$ cat config.mk
export PLATFORM = sky130hd
export DESIGN_NAME = hex_record_flash_writer
export DESIGN_NICKNAME = d
export VERILOG_FILES = /design/src/design/hrfw_pkg.sv /design/src/design/hrfw_in_stage.sv /design/src/design/hrfw_record_decode.sv /design/src/design/hrfw_out_stage.sv /design/src/design/hex_record_flash_writer.sv
export SDC_FILE = /design/constraint.sdc
export NUM_CORES = 1
export LEC_CHECK = 0
export ABC_AREA = 1
export BUFFER_PORTS_ARGS = -buffer_cell sky130_fd_sc_hd__buf_4
export CAP_MARGIN = 10
export CORE_MARGIN = 1.5
export CORE_UTILIZATION = 55
export CTS_CLUSTER_SIZE = 8
export DETAILED_ROUTE_END_ITERATION = 12
export PLACE_DENSITY = 0.8
export REMOVE_ABC_BUFFERS = 1
export SYNTH_ARGS = -nofsm -noshare
export SYNTH_HDL_FRONTEND = slang
export SYNTH_HIERARCHICAL = 1
export SYNTH_SLANG_ARGS = --single-unit
$ cat constraint.sdc
create_clock -name clk_i -period 6.8 [get_ports clk_i]
set_input_delay 1.36 -clock clk_i [delete_from_list [all_inputs] [get_ports clk_i]]
set_output_delay 1.36 -clock clk_i [all_outputs]
set_load 0.01 [all_outputs]
$ cat src/design/hrfw_pkg.sv
package hrfw_pkg;

  // field widths
  localparam int CHAR_W     = 8;
  localparam int POS_W      = 10;
  localparam int COUNT_W    = 8;
  localparam int ADDR_LO_W  = 16;
  localparam int UPPER_W    = 16;
  localparam int INDEX_W    = 7;
  localparam int DIGIT_W    = 4;
  localparam int HOLD_W     = 12;
  localparam int HALF_W     = 16;
  localparam int FLASH_W    = 32;

  // configuration port
  localparam int PADDR_W    = 3;
  localparam int PDATA_W    = 32;
  localparam int REG_SEL_BIT = 2;

  typedef enum logic {
    REG_UPPER_ADDRESS = 1'b0
  } reg_idx_e;

  localparam logic [UPPER_W-1:0] UPPER_RESET = 16'h0801;

  // character positions within a record
  localparam logic [POS_W-1:0] POS_START      = 10'd0;
  localparam logic [POS_W-1:0] POS_COUNT_HI   = 10'd1;
  localparam logic [POS_W-1:0] POS_COUNT_LO   = 10'd2;
  localparam logic [POS_W-1:0] POS_ADDR_FIRST = 10'd3;
  localparam logic [POS_W-1:0] POS_ADDR_LAST  = 10'd6;
  localparam logic [POS_W-1:0] POS_KIND       = 10'd8;
  localparam logic [POS_W-1:0] POS_DATA       = 10'd9;
  localparam logic [POS_W-1:0] POS_MAX        = 10'd1023;

  // character codes
  localparam logic [CHAR_W-1:0] CHAR_ZERO   = 8'd48;
  localparam logic [CHAR_W-1:0] CHAR_NINE   = 8'd57;
  localparam logic [CHAR_W-1:0] ALPHA_BIAS  = 8'd55;
  localparam logic [CHAR_W-1:0] KIND_DATA   = 8'd48;

  // group slot of the last digit of a halfword
  localparam logic [1:0] SLOT_LAST = 2'd3;

  // one accepted character
  typedef struct packed {
    logic [CHAR_W-1:0] ch;
    logic              start;
  } item_t;

  // one decoded halfword, valid when a result is produced
  typedef struct packed {
    logic               valid;
    logic [FLASH_W-1:0] addr;
    logic [HALF_W-1:0]  hw;
    logic               last;
  } result_t;

  // ascii hex digit, lenient: anything that is not 0-9 wraps through the letter bias
  function automatic logic [DIGIT_W-1:0] hex_digit(input logic [CHAR_W-1:0] c);
    logic [CHAR_W-1:0] diff;
    diff = c - ALPHA_BIAS;
    if (c >= CHAR_ZERO && c <= CHAR_NINE) begin
      return c[DIGIT_W-1:0];
    end
    return diff[DIGIT_W-1:0];
  endfunction

endpackage

$ cat src/design/hrfw_in_stage.sv
module hrfw_in_stage (
  input  logic                              clk_i,
  input  logic                              rst_ni,
  input  logic                              in_valid_i,
  input  logic [hrfw_pkg::CHAR_W-1:0]       record_char_i,
  input  logic                              record_start_i,
  input  logic                              advance_i,
  output logic                              in_stall_o,
  output logic                              item_valid_o,
  output hrfw_pkg::item_t                   item_o
);
  import hrfw_pkg::*;

  logic  valid_q, valid_d;
  logic  load;
  item_t item_q;

  // hold the item while the result side is blocked
  assign in_stall_o = valid_q && !advance_i;
  assign load       = in_valid_i && !in_stall_o;
  assign valid_d    = load || (valid_q && !advance_i);

  // control
  always_ff @(posedge clk_i or negedge rst_ni) begin
    if (!rst_ni) begin
      valid_q <= 1'b0;
    end else begin
      valid_q <= valid_d;
    end
  end

  // payload
  always_ff @(posedge clk_i) begin
    if (load) begin
      item_q <= '{ch: record_char_i, start: record_start_i};
    end
  end

  assign item_valid_o = valid_q;
  assign item_o       = item_q;

endmodule

$ cat src/design/hrfw_record_decode.sv
module hrfw_record_decode (
  input  logic                              clk_i,
  input  logic                              rst_ni,
  input  logic                              item_valid_i,
  input  logic                              advance_i,
  input  hrfw_pkg::item_t                   item_i,
  input  logic [hrfw_pkg::UPPER_W-1:0]      upper_address_i,
  output hrfw_pkg::result_t                 result_o
);
  import hrfw_pkg::*;

  logic [POS_W-1:0]     char_position_q, char_position_d;
  logic [COUNT_W-1:0]   byte_count_q, byte_count_d;
  logic [ADDR_LO_W-1:0] address_low_q, address_low_d;
  logic                 is_data_q, is_data_d;
  logic [HOLD_W-1:0]    digit_hold_q, digit_hold_d;
  logic [INDEX_W-1:0]   hw_index_q, hw_index_d;

  logic                 step;
  logic [POS_W-1:0]     pos;
  logic [DIGIT_W-1:0]   digit;
  logic [INDEX_W-1:0]   total;
  logic [1:0]           slot;
  logic                 in_payload;
  logic [INDEX_W:0]     index_plus;
  logic [FLASH_W-1:0]   base;

  assign step  = item_valid_i && advance_i;
  assign pos   = item_i.start ? POS_START : char_position_q;
  assign digit = hex_digit(item_i.ch);
  assign total = byte_count_q[COUNT_W-1:1];
  // data groups start at position nine, so the slot is offset by one
  assign slot  = pos[1:0] - 2'd1;
  assign in_payload = is_data_q && (hw_index_q < total);
  assign index_plus = {1'b0, hw_index_q} + {{INDEX_W{1'b0}}, 1'b1};
  assign base  = {upper_address_i, address_low_q};

  // per-character state update and halfword assembly
  always_comb begin
    char_position_d = (pos < POS_MAX) ? pos + 10'd1 : POS_MAX;
    byte_count_d    = byte_count_q;
    address_low_d   = address_low_q;
    is_data_d       = is_data_q;
    digit_hold_d    = digit_hold_q;
    hw_index_d      = hw_index_q;
    result_o        = '{valid: 1'b0,
                        addr:  base + {{(FLASH_W-INDEX_W-1){1'b0}}, hw_index_q, 1'b0},
                        hw:    {digit_hold_q[3:0], digit, digit_hold_q[11:8],
                                digit_hold_q[7:4]},
                        last:  index_plus == {1'b0, total}};
    priority if (pos == POS_START) begin
      is_data_d  = 1'b0;
      hw_index_d = '0;
    end else if (pos == POS_COUNT_HI) begin
      byte_count_d = {digit, 4'd0};
    end else if (pos == POS_COUNT_LO) begin
      byte_count_d = {byte_count_q[7:4], digit};
    end else if (pos == POS_ADDR_FIRST) begin
      address_low_d = {12'd0, digit};
    end else if (pos <= POS_ADDR_LAST) begin
      address_low_d = {address_low_q[11:0], digit};
    end else if (pos == POS_KIND) begin
      is_data_d  = (item_i.ch == KIND_DATA);
      hw_index_d = '0;
    end else if (pos >= POS_DATA && in_payload) begin
      if (slot == SLOT_LAST) begin
        result_o.valid = step;
        hw_index_d     = index_plus[INDEX_W-1:0];
      end else begin
        digit_hold_d = {digit_hold_q[7:0], digit};
      end
    end else begin
      // separator or ignored trailing characters
      hw_index_d = hw_index_q;
    end
  end

  // record state
  always_ff @(posedge clk_i or negedge rst_ni) begin
    if (!rst_ni) begin
      char_position_q <= '0;
      byte_count_q    <= '0;
      address_low_q   <= '0;
      is_data_q       <= 1'b0;
      digit_hold_q    <= '0;
      hw_index_q      <= '0;
    end else if (step) begin
      char_position_q <= char_position_d;
      byte_count_q    <= byte_count_d;
      address_low_q   <= address_low_d;
      is_data_q       <= is_data_d;
      digit_hold_q    <= digit_hold_d;
      hw_index_q      <= hw_index_d;
    end
  end

endmodule

$ cat src/design/hrfw_out_stage.sv
module hrfw_out_stage (
  input  logic                              clk_i,
  input  logic                              rst_ni,
  input  hrfw_pkg::result_t                 result_i,
  input  logic                              out_stall_i,
  output logic                              advance_o,
  output logic                              out_valid_o,
  output logic [hrfw_pkg::FLASH_W-1:0]      flash_address_o,
  output logic [hrfw_pkg::HALF_W-1:0]       halfword_o,
  output logic                              last_of_record_o
);
  import hrfw_pkg::*;

  logic    valid_q, valid_d;
  result_t res_q;

  // the result register frees up when empty or when its item is taken
  assign advance_o = !(valid_q && out_stall_i);
  assign valid_d   = advance_o ? result_i.valid : valid_q;

  always_ff @(posedge clk_i or negedge rst_ni) begin
    if (!rst_ni) begin
      valid_q <= 1'b0;
    end else begin
      valid_q <= valid_d;
    end
  end

  always_ff @(posedge clk_i) begin
    if (advance_o && result_i.valid) begin
      res_q <= result_i;
    end
  end

  assign out_valid_o      = valid_q;
  assign flash_address_o  = res_q.addr;
  assign halfword_o       = res_q.hw;
  assign last_of_record_o = res_q.last;

endmodule

$ cat src/design/hex_record_flash_writer.sv
// Hex record flash writer: takes one ASCII hex record character per cycle
// unless stalled (record_start_i flags the leading colon) and returns one
// item per data halfword, carrying its flash byte address (upper_address
// register in bits 31:16, record load address plus twice the halfword index
// below) and a flag on the record's final halfword. Non-data records, byte
// counts under two and odd trailing bytes give no items; the checksum is
// not checked. Throughput is one character per cycle while in_stall_o is
// low; an accepted character passes through the input register and the
// decode into the result register. in_stall_o rises only while a result
// is held by out_stall_i. Write upper_address only while idle.
module hex_record_flash_writer (
  input  logic                              clk_i,
  input  logic                              rst_ni,
  input  logic                              in_valid_i,
  output logic                              in_stall_o,
  input  logic [hrfw_pkg::CHAR_W-1:0]       record_char_i,
  input  logic                              record_start_i,
  output logic                              out_valid_o,
  input  logic                              out_stall_i,
  output logic [hrfw_pkg::FLASH_W-1:0]      flash_address_o,
  output logic [hrfw_pkg::HALF_W-1:0]       halfword_o,
  output logic                              last_of_record_o,
  input  logic                              psel,
  input  logic                              penable,
  input  logic                              pwrite,
  input  logic [hrfw_pkg::PADDR_W-1:0]      paddr,
  input  logic [hrfw_pkg::PDATA_W-1:0]      pwdata,
  output logic [hrfw_pkg::PDATA_W-1:0]      prdata,
  output logic                              pready
);
  import hrfw_pkg::*;

  logic [UPPER_W-1:0] upper_q;
  reg_idx_e           reg_idx;
  logic               cfg_write;
  logic               advance;
  logic               item_valid;
  item_t              item;
  result_t            result;

  // configuration register
  assign pready    = 1'b1;
  assign reg_idx   = reg_idx_e'(paddr[REG_SEL_BIT]);
  assign cfg_write = psel && penable && pwrite && pready;

  always_ff @(posedge clk_i or negedge rst_ni) begin
    if (!rst_ni) begin
      upper_q <= UPPER_RESET;
    end else if (cfg_write && reg_idx == REG_UPPER_ADDRESS) begin
      upper_q <= pwdata[UPPER_W-1:0];
    end
  end

  assign prdata = (reg_idx == REG_UPPER_ADDRESS) ?
                  {{(PDATA_W-UPPER_W){1'b0}}, upper_q} : '0;

  // input register
  hrfw_in_stage u_in (
    .clk_i         (clk_i),
    .rst_ni        (rst_ni),
    .in_valid_i    (in_valid_i),
    .record_char_i (record_char_i),
    .record_start_i(record_start_i),
    .advance_i     (advance),
    .in_stall_o    (in_stall_o),
    .item_valid_o  (item_valid),
    .item_o        (item)
  );

  // record decode and state
  hrfw_record_decode u_dec (
    .clk_i          (clk_i),
    .rst_ni         (rst_ni),
    .item_valid_i   (item_valid),
    .advance_i      (advance),
    .item_i         (item),
    .upper_address_i(upper_q),
    .result_o       (result)
  );

  // result register
  hrfw_out_stage u_out (
    .clk_i           (clk_i),
    .rst_ni          (rst_ni),
    .result_i        (result),
    .out_stall_i     (out_stall_i),
    .advance_o       (advance),
    .out_valid_o     (out_valid_o),
    .flash_address_o (flash_address_o),
    .halfword_o      (halfword_o),
    .last_of_record_o(last_of_record_o)
  );

endmodule

After elaboration in Yosys (flattened, before gate mapping)
Index checks and enable logic that the tools add are counted.
- flip-flop bits (word level): 130
- logic and storage cells: 103
- bits in latches: 0
- memories kept: 0
- ROM bits: 0
- bits in writable memories: 0
- divide/modulo/power cells: 0
- reductions and logical operators: 26
- shifts and indexed selects: 0
- bitwise operators: 8
- $mul: 0
- equality and inequality tests: 11
- mux-type cells: 32
- magnitude comparators: 6
- $add $sub $neg: 5
- operators with widths (operator ; count):
    $mux W7 ; 8
    $mux W16 ; 3
    $add A32 B8 Y32 ; 1
    $eq A10 B2 Y1 const B ; 2
    $mux W10 ; 2
    $mux W1 ; 15
    $mux W4 ; 3
    $logic_and A1 B1 Y1 ; 11
    $add A10 B1 Y10 const B ; 1
    $eq A10 B1 Y1 const B ; 1
    $eq A10 B4 Y1 const B ; 1
    $ge A10 B4 Y1 const B ; 1
    $le A10 B3 Y1 const B ; 1
    $logic_not A10 Y1 ; 1
    $lt A10 B10 Y1 const B ; 1
    $reduce_and A9 Y1 ; 1
    $add A7 B1 Y8 const B ; 1
    $eq A8 B6 Y1 const B ; 1
    $eq A8 B7 Y1 ; 1
    $ge A8 B6 Y1 const B ; 1
    $le A8 B6 Y1 const B ; 1
    $mux W8 ; 1
    $ne A2 B1 Y1 const B ; 4
    $not A1 Y1 ; 8
    12 further kinds ; 17

Depth between registers and ports, before layout
Gate-level depths: netlist of the first run.
- depth after elaboration: 12
- mapped depth: 14
- mapped depth without buffers: 12

Cells and area by module
The synthesis of the first run kept the hierarchy.
- modules (own cells, without submodules) (module ; seq. area each (µm²) ; instances ; cells an instance ; area an instance (µm²)):
    hrfw_record_decode ; 1326.3 ; 1 ; 570 ; 4072.7
    hrfw_out_stage ; 1496.4 ; 1 ; 54 ; 1512.7
    hex_record_flash_writer ; 402.9 ; 1 ; 125 ; 940.9
    hrfw_in_stage ; 295.3 ; 1 ; 16 ; 327.8

Worst setup path before layout of the first run
No wires, ideal clock.
- path type: in2reg
- start point: input out_stall_i
- end point: register u_out.res_q (netlist bit u_out/flash_address_o[0]), enable pin
- stages: 7
- path slack: 1839 ps
- required time: 6328 ps
- arrival: 4489 ps
- library setup time: 472 ps
- path buffers: 0
- cell sequence: nand2_1 -> nand2_1 -> nor2_1 -> nand3_1 -> nor2_1 -> inv_1 -> a21oi_1
- RTL lines (item ; line ; RTL):
    start: declaration ; hex_record_flash_writer.sv:19 ; input logic out_stall_i,
    end signal: assignment ; hrfw_out_stage.sv:31 ; res_q <= result_i;
    end: declaration ; hrfw_out_stage.sv:15 ; result_t res_q;

Final worst setup path of the first run
- start point: input out_stall_i
- end point: output in_stall_o
- longest elaborated chain between the ends: 2
- ends and longest elaborated chain (item ; line ; RTL):
    $logic_and A1 B1 Y1 ; hrfw_out_stage.sv:18 ; assign advance_o = !(valid_q && out_stall_i);
    $logic_and A1 B1 Y1 ; hrfw_in_stage.sv:19 ; assign in_stall_o = valid_q && !advance_i;
    end: declaration ; hex_record_flash_writer.sv:15 ; output logic in_stall_o,
Every way passes these cells.

==> impl_metrics.env, run 1 <==
export IMPL_routedWlPerCell_um=14.1
export IMPL_grt_pass1_wl_um=23600
export IMPL_cts_sinks=129
export IMPL_cp_cell_sequence="buf_4 -> nand2_1 -> nor2_1 -> buf_4"
export IMPL_regArea_um2=3520
export IMPL_cts_tree="done"
export IMPL_r2r_end="u_out/last_of_record_o$_DFFE_PP_"
export IMPL_grt_ovfl_total=0
export IMPL_hold_viol=0
export IMPL_power_density_nw_per_um2=332
export IMPL_grt_pass1_vias=4993
export IMPL_synth_area_leaders="edfxtp_1, dfrtp_1, nand2_1"
export IMPL_setup_violations=0
export IMPL_core_area_um2=12100
export IMPL_gp_congestion=0.885
export IMPL_dpl_hpwl_um=10200
export IMPL_peakVddDrop_uv=193
export IMPL_ys_ff_latch=129
export IMPL_syn_area_um2=6850
export IMPL_async_flop_share_pct=55.0
export IMPL_final_cell_area_um2=8260
export IMPL_cts_setup_buffers=0
export IMPL_dr_first_iter_drc_count=308
export IMPL_ctsLongestPathBuffers=2
export IMPL_postLayoutCoreUtil_pct=68.5
export IMPL_ioPinCount=135
export IMPL_nFillCells=938
export IMPL_pwr_share_seq_pct=40.7
export IMPL_slowest_stage="nand2_1"
export IMPL_cpLargestDelayFamily="buffers and inverters"
export IMPL_cp_start_kind="input pin"
export IMPL_post_route_drc_count=0
export IMPL_start_util_pct=56.8
export IMPL_skew_ns=0.00689
export IMPL_status="completed"
export IMPL_grt_usage_pct=23.5
export IMPL_fin_crit_sh_pct=47.4
export IMPL_synth_edf_count=58
export IMPL_drt_total_wl_um=14700
export IMPL_worstMarginPinSlew_ns=0.908
export IMPL_die_w_um=115
export IMPL_min_from="u_dec/digit_hold_q[11]$_DFFE_PN0P_"
export IMPL_grt_max_degree=72
export IMPL_synthTopCellsByCount="nand2_1, inv_1, nor2_1"
export IMPL_drtPass1Iterations=5
export IMPL_syn_avg_cell_area_um2=8.96
export IMPL_path_max_fanout=5
export IMPL_detail_route_antenna_nets=0
export IMPL_slew_headroom_pct=39.5
export IMPL_multi_input_area_um2=2820
export IMPL_required_ns=5.44
export IMPL_root_buffer="clkbuf_16"
export IMPL_r2r_slack_ns=3.67
export IMPL_diodes=0
export IMPL_clk_pin_slew_worst_paths_ns=0.05
export IMPL_p_int_mw=1.84
export IMPL_post_drt_via_cell_ratio=5.13
export IMPL_cts_buffers=17
export IMPL_antenna_found_initial=0
export IMPL_slowest_delay_ns=0.16
export IMPL_clockPowerShare_pct=34.4
export IMPL_yosys_area_top_type="edfxtp_1"
export IMPL_final_layout_size_suffix_gt1_share_pct=19.2
export IMPL_h_tree_depth=4
export IMPL_ys_types=43
export IMPL_ys_warn_count=6
export IMPL_finalPower_mw=2.74
export IMPL_fin_setup_tns_ns=0
export IMPL_synth_seq_area_share_pct=51.4
export IMPL_fp_dieH_um=115
export IMPL_hold_depth=0
export IMPL_rr_startpoint="u_in/item_o[0]$_DFFE_PP_"
export IMPL_comb_power_share_pct=24.9
export IMPL_p_leak_nw=4.02
export IMPL_swShare_pct=32.7
export IMPL_synth_most_common_cell="nand2_1"
export IMPL_worst_setup_path_end_kind="output pin"
export IMPL_dieArea_um2=13100
export IMPL_arrival_ns=1.86
export IMPL_fmax_mhz=310
export IMPL_power_switching_mw=0.896
export IMPL_timing_critical_path_mode_cell="buf_4"
export IMPL_postCtsHoldBufs=0
export IMPL_hold_class="reg -> reg"
export IMPL_syn_to_final_growth_pct=20.5
export IMPL_cts_repair_resized=0
export IMPL_rows=40
export IMPL_rsz0062_at_grt="no"
export IMPL_syn_inst=765
export IMPL_synth_top_area_share_pct=25.4
export IMPL_maxSlewViolCount=0
export IMPL_min_period_ns=3.22
export IMPL_crit_buf_inv=2
export IMPL_reg2reg_depth=11
export IMPL_drv_cap=0
export IMPL_criticalPathCategory="in -> out"
export IMPL_vias=5378
export IMPL_place_area_um2=7630
export IMPL_min_to="u_out/halfword_o[7]$_DFFE_PP_"
export IMPL_synth_flop_cell="dfrtp_1"
export IMPL_clock_latency_ns=0.42
export IMPL_port_buffers=99
export IMPL_nNetsFinal=942
-- layout make-up --
type                    instances  share of cell area, %
clock buffers                  22                   6.13
clock inverters                10                   1.47
inverters                      88                   4.00
multi-input cells             531                   34.2
flip-flops and latches        129                   42.6
well taps                     168                   2.54
repair buffers                100                   9.09
-- power by group through the flow --
stage / Sequential, mW / Combinational (mW) / Clock, mW
final: 1.12 / 0.681 / 0.944
after global placement: 1.12 / 0.651 / 0
after CTS: 1.11 / 0.682 / 0.952
after detailed placement: 1.12 / 0.675 / 0
after floorplan: 1.07 / 0.524 / 0
after global routing: 1.13 / 0.782 / 0.985
-- cells by family after synthesis --
family / count (synthesis) / synth area share (%)
buffers and inverters: 120 / 8.45
flip-flops: 129 / 51.4
AND/OR/NAND/NOR: 402 / 26.3
adder cells (fa/ha/maj): 24 / 4.49
other: 2 / 0.110
XOR/XNOR: 39 / 5.18
AO/OA/AOI/OAI: 49 / 4.14
-- stage by stage --
| step | hold WS [ns] | setup slack (ns) | cells |
|---|---|---|---|
| global placement | 0.435 | 3.28 | 1016 |
| finish | 0.448 | 3.58 | 1048 |
| floorplan | 0.425 | 1.84 | 748 |
| CTS | 0.448 | 3.58 | 1048 |
| detailed placement | 0.434 | 3.25 | 1016 |
| global route | 0.453 | 3.42 | 1048 |
-- layout by cell type, fill, tap and decap left out, drive strengths merged --
cell type	Yosys	final
xnor2	9	9
fa	1	1
clkinv	0	5
nor2	84	84
nand4	8	8
buf	32	100
clkinvlp	0	1
xor2	29	29
dfrtp	69	69
bufinv	0	2
a22oi	4	4
nor4	2	2
inv	88	90
a31oi	1	1
xnor3	1	1
o211ai	1	1
or2	1	1
o21bai	1	1
o22a	1	1
conb	2	17
edfxtp	58	58
ha	23	23
o21ai	28	28
clkbuf	0	22
nand3	75	75
a21oi	13	13
nor3	14	14
nand3b	5	5
and3	1	1
nand2	211	211
dfstp	2	2
and2	1	1
-- metal layers --
layer,global-route usage [%],vias up,routed length (um)
met3,5.35,34,871
met4,10.4,0,342
met1,29.4,2514,6190
met5,0,-,0
met2,39.1,187,7350
li1,-,2643,-
-- worst max-delay path by stage --
stage                                   startpoint                                  end  slack (ns)  depth (start not counted)
after floorplan                        out_stall_i   u_out/flash_address_o[0]$_DFFE_PP_        1.84                          7
after global placement                 out_stall_i  u_out/flash_address_o[28]$_DFFE_PP_        3.28                          9
after detailed placement               out_stall_i   u_out/flash_address_o[2]$_DFFE_PP_        3.25                          9
after CTS                              out_stall_i                           in_stall_o        3.58                          4
after global routing      u_in/item_o[0]$_DFFE_PP_   u_out/flash_address_o[3]$_DFFE_PP_        3.42                         11
final                                  out_stall_i                           in_stall_o        3.58                          4
-- sequential cells by signal, indices dropped and copies added, names as in the netlist --
name	cells
u_dec/address_low_q	16
u_dec/byte_count_q	7
u_dec/char_position_q	10
u_dec/digit_hold_q	12
u_dec/hw_index_q	7
u_dec/is_data_q	1
u_in/item_o	9
u_in/item_valid_o	1
u_out/flash_address_o	32
u_out/halfword_o	16
u_out/last_of_record_o	1
u_out/out_valid_o	1
upper_q	16
Note: power is estimated with default switching activity, not from simulation.
==> run 2: changes to the inputs <==
--- a/config.mk
+++ b/config.mk
@@ -9,10 +9,10 @@
 export BUFFER_PORTS_ARGS = -buffer_cell sky130_fd_sc_hd__buf_4
 export CAP_MARGIN = 10
 export CORE_MARGIN = 1.5
-export CORE_UTILIZATION = 55
+export CORE_UTILIZATION = 50
 export CTS_CLUSTER_SIZE = 8
 export DETAILED_ROUTE_END_ITERATION = 12
-export PLACE_DENSITY = 0.8
+export PLACE_DENSITY = 0.76
 export REMOVE_ABC_BUFFERS = 1
 export SYNTH_ARGS = -nofsm -noshare
 export SYNTH_HDL_FRONTEND = slang
==> constraint.sdc (replaced) <==
create_clock -name clk_i -period 2.9 [get_ports clk_i]
set_input_delay 0.58 -clock clk_i [delete_from_list [all_inputs] [get_ports clk_i]]
set_output_delay 0.58 -clock clk_i [all_outputs]
set_load 0.01 [all_outputs]
==> run 2 against run 1 <==
  * Clock skew is 0.00088 ns higher
  * Via count is 1.4% lower
  * Sequential power is 130% higher
  * Largest cell class unchanged
  * Largest power group unchanged
==> impl_metrics.env, run 2 (synthesized netlist as in run 1, its figures left out) <==
export IMPL_h_tree_depth=4
export IMPL_root_buffer="clkbuf_16"
export IMPL_die_w_um=120
export IMPL_worst_setup_path_end_kind="flop"
export IMPL_start_util_pct=51.6
export IMPL_cp_start_kind="flop"
export IMPL_fp_dieH_um=120
export IMPL_grt_usage_pct=20.4
export IMPL_gp_congestion=0.943
export IMPL_layout_cells_most_common="nand2_1"
export IMPL_path_max_fanout=7
export IMPL_postCtsHoldBufs=0
export IMPL_largest_reg_flops=32
export IMPL_core_area_um2=13300
export IMPL_drtPass1Iterations=5
export IMPL_nNetsFinal=949
export IMPL_final_cell_area_um2=8270
export IMPL_grt_ovfl_total=0
export IMPL_drt_total_wl_um=14000
export IMPL_place_area_um2=7710
export IMPL_hold_class="in -> async"
export IMPL_peakVddDrop_uv=436
export IMPL_min_period_ns=2.51
export IMPL_post_route_drc_count=0
export IMPL_grt_pass1_wl_um=23000
export IMPL_ioPinCount=135
export IMPL_port_buffers=99
export IMPL_worstMarginPinSlew_ns=0.898
export IMPL_rsz0062_at_grt="no"
export IMPL_syn_to_final_growth_pct=20.6
export IMPL_dieArea_um2=14400
export IMPL_fin_setup_tns_ns=0
export IMPL_cts_setup_buffers=0
export IMPL_multi_input_area_um2=2820
export IMPL_rows=42
export IMPL_ctsLongestPathBuffers=2
export IMPL_nFillCells=1136
export IMPL_cts_tree="done"
export IMPL_setup_violations=0
export IMPL_power_density_nw_per_um2=750
export IMPL_post_drt_via_cell_ratio=4.99
export IMPL_cts_sinks=129
export IMPL_dpl_hpwl_um=10100
export IMPL_grt_max_degree=72
export IMPL_regArea_um2=3520
export IMPL_status="completed"
export IMPL_cts_repair_resized=0
export IMPL_dr_first_iter_drc_count=305
export IMPL_required_ns=3.08
export IMPL_arrival_ns=2.69
export IMPL_r2r_slack_ns=0.39
export IMPL_vias=5305
export IMPL_clk_pin_slew_worst_paths_ns=0.06
export IMPL_final_layout_size_suffix_gt1_share_pct=19.8
export IMPL_drv_cap=0
export IMPL_criticalPathCategory="reg -> reg"
export IMPL_slew_headroom_pct=40.1
export IMPL_rr_startpoint="u_dec/hw_index_q[0]$_DFFE_PN0P_"
export IMPL_routedWlPerCell_um=13.1
export IMPL_skew_ns=0.00777
export IMPL_fin_crit_sh_pct=86.5
export IMPL_layout_common_cells="nand2_1, buf_4, inv_1, nor2_1, nand3_1"
export IMPL_fmax_mhz=399
export IMPL_diodes=0
export IMPL_clock_latency_ns=0.42
export IMPL_detail_route_antenna_nets=0
export IMPL_hold_viol=0
export IMPL_p_leak_nw=4.02
export IMPL_antenna_found_initial=0
export IMPL_maxSlewViolCount=0
export IMPL_startpoint="u_dec/hw_index_q[0]$_DFFE_PN0P_"
export IMPL_cts_buffers=17
export IMPL_grt_pass1_vias=4890
[run 2: changes by cell type in the layout (fill, tap and decap cells not counted), sizes merged]
cell | before | now
buf | 100 | 107
clkinvlp | 1 | 3
bufinv | 2 | 1
inv | 90 | 93
clkbuf | 22 | 18
[run 2: power breakdown]
| part | switching (mW) | internal (mW) |
|---|---|---|
| Combinational | 0.942 | 0.659 |
| Clock | 0.821 | 1.19 |
| Sequential | 0.338 | 2.26 |
| Total | 2.10 | 4.10 |
[run 2: final timing paths]
check / endpoint / cells past startpoint
worst max-delay path: u_out/flash_address_o[27]$_DFFE_PP_ / 12
worst max register to register: u_out/flash_address_o[27]$_DFFE_PP_ / 12
worst min register to register: u_out/halfword_o[7]$_DFFE_PP_ / 0
min in group clk_i: u_in/item_o[5]$_DFFE_PP_ / 1
worst min-delay path: u_dec/char_position_q[7]$_DFFE_PN0P_ / 1
max in group asynchronous: u_dec/digit_hold_q[1]$_DFFE_PN0P_ / 1
[run 2: area by class of cell]
type                       instances  share of cell area, %
inverter                          88                   4.00
multi-input combinational        531                   34.1
timing repair buffer             107                   9.87
clock inverter                    14                   1.56
sequential                       129                   42.6
clock buffer                      18                   5.19
tap                              176                   2.66
[run 2: per-stage QoR]
step / cells / hold WS [ns] / util, % / setup WS, ns / power, mW
floorplan: 748 / 0.284 / - / -1.63 / 3.74
global placement: 1031 / 0.426 / 58.0 / 0.436 / 4.16
detailed placement: 1031 / 0.439 / 58.0 / 0.388 / 4.21
CTS: 1063 / 0.319 / 62.2 / 0.372 / 6.24
global route: 1063 / 0.316 / 62.2 / 0.197 / 6.61
finish: 1063 / 0.269 / 62.2 / 0.391 / 6.20
[run 2: critical path: stages (launching register included)]
cell,delay (ns)
dfrtp_1,0.42
ha_1,0.20
inv_1,0.06
fa_1,0.39
nand3b_1,0.19
nand2_1,0.12
nand2_1,0.06
nand3_1,0.21
nand2_1,0.16
nor2_1,0.26
nand2_1,0.09
nand2_1,0.06
nand2_1,0.04
[run 2: per-layer routing]
metal	up-vias	global-route usage (%)	wire length (um)
li1	2662	-	-
met1	2480	25.4	6080
met2	135	34.1	6900
met3	28	5.13	715
met4	0	8.04	277
met5	-	0	0
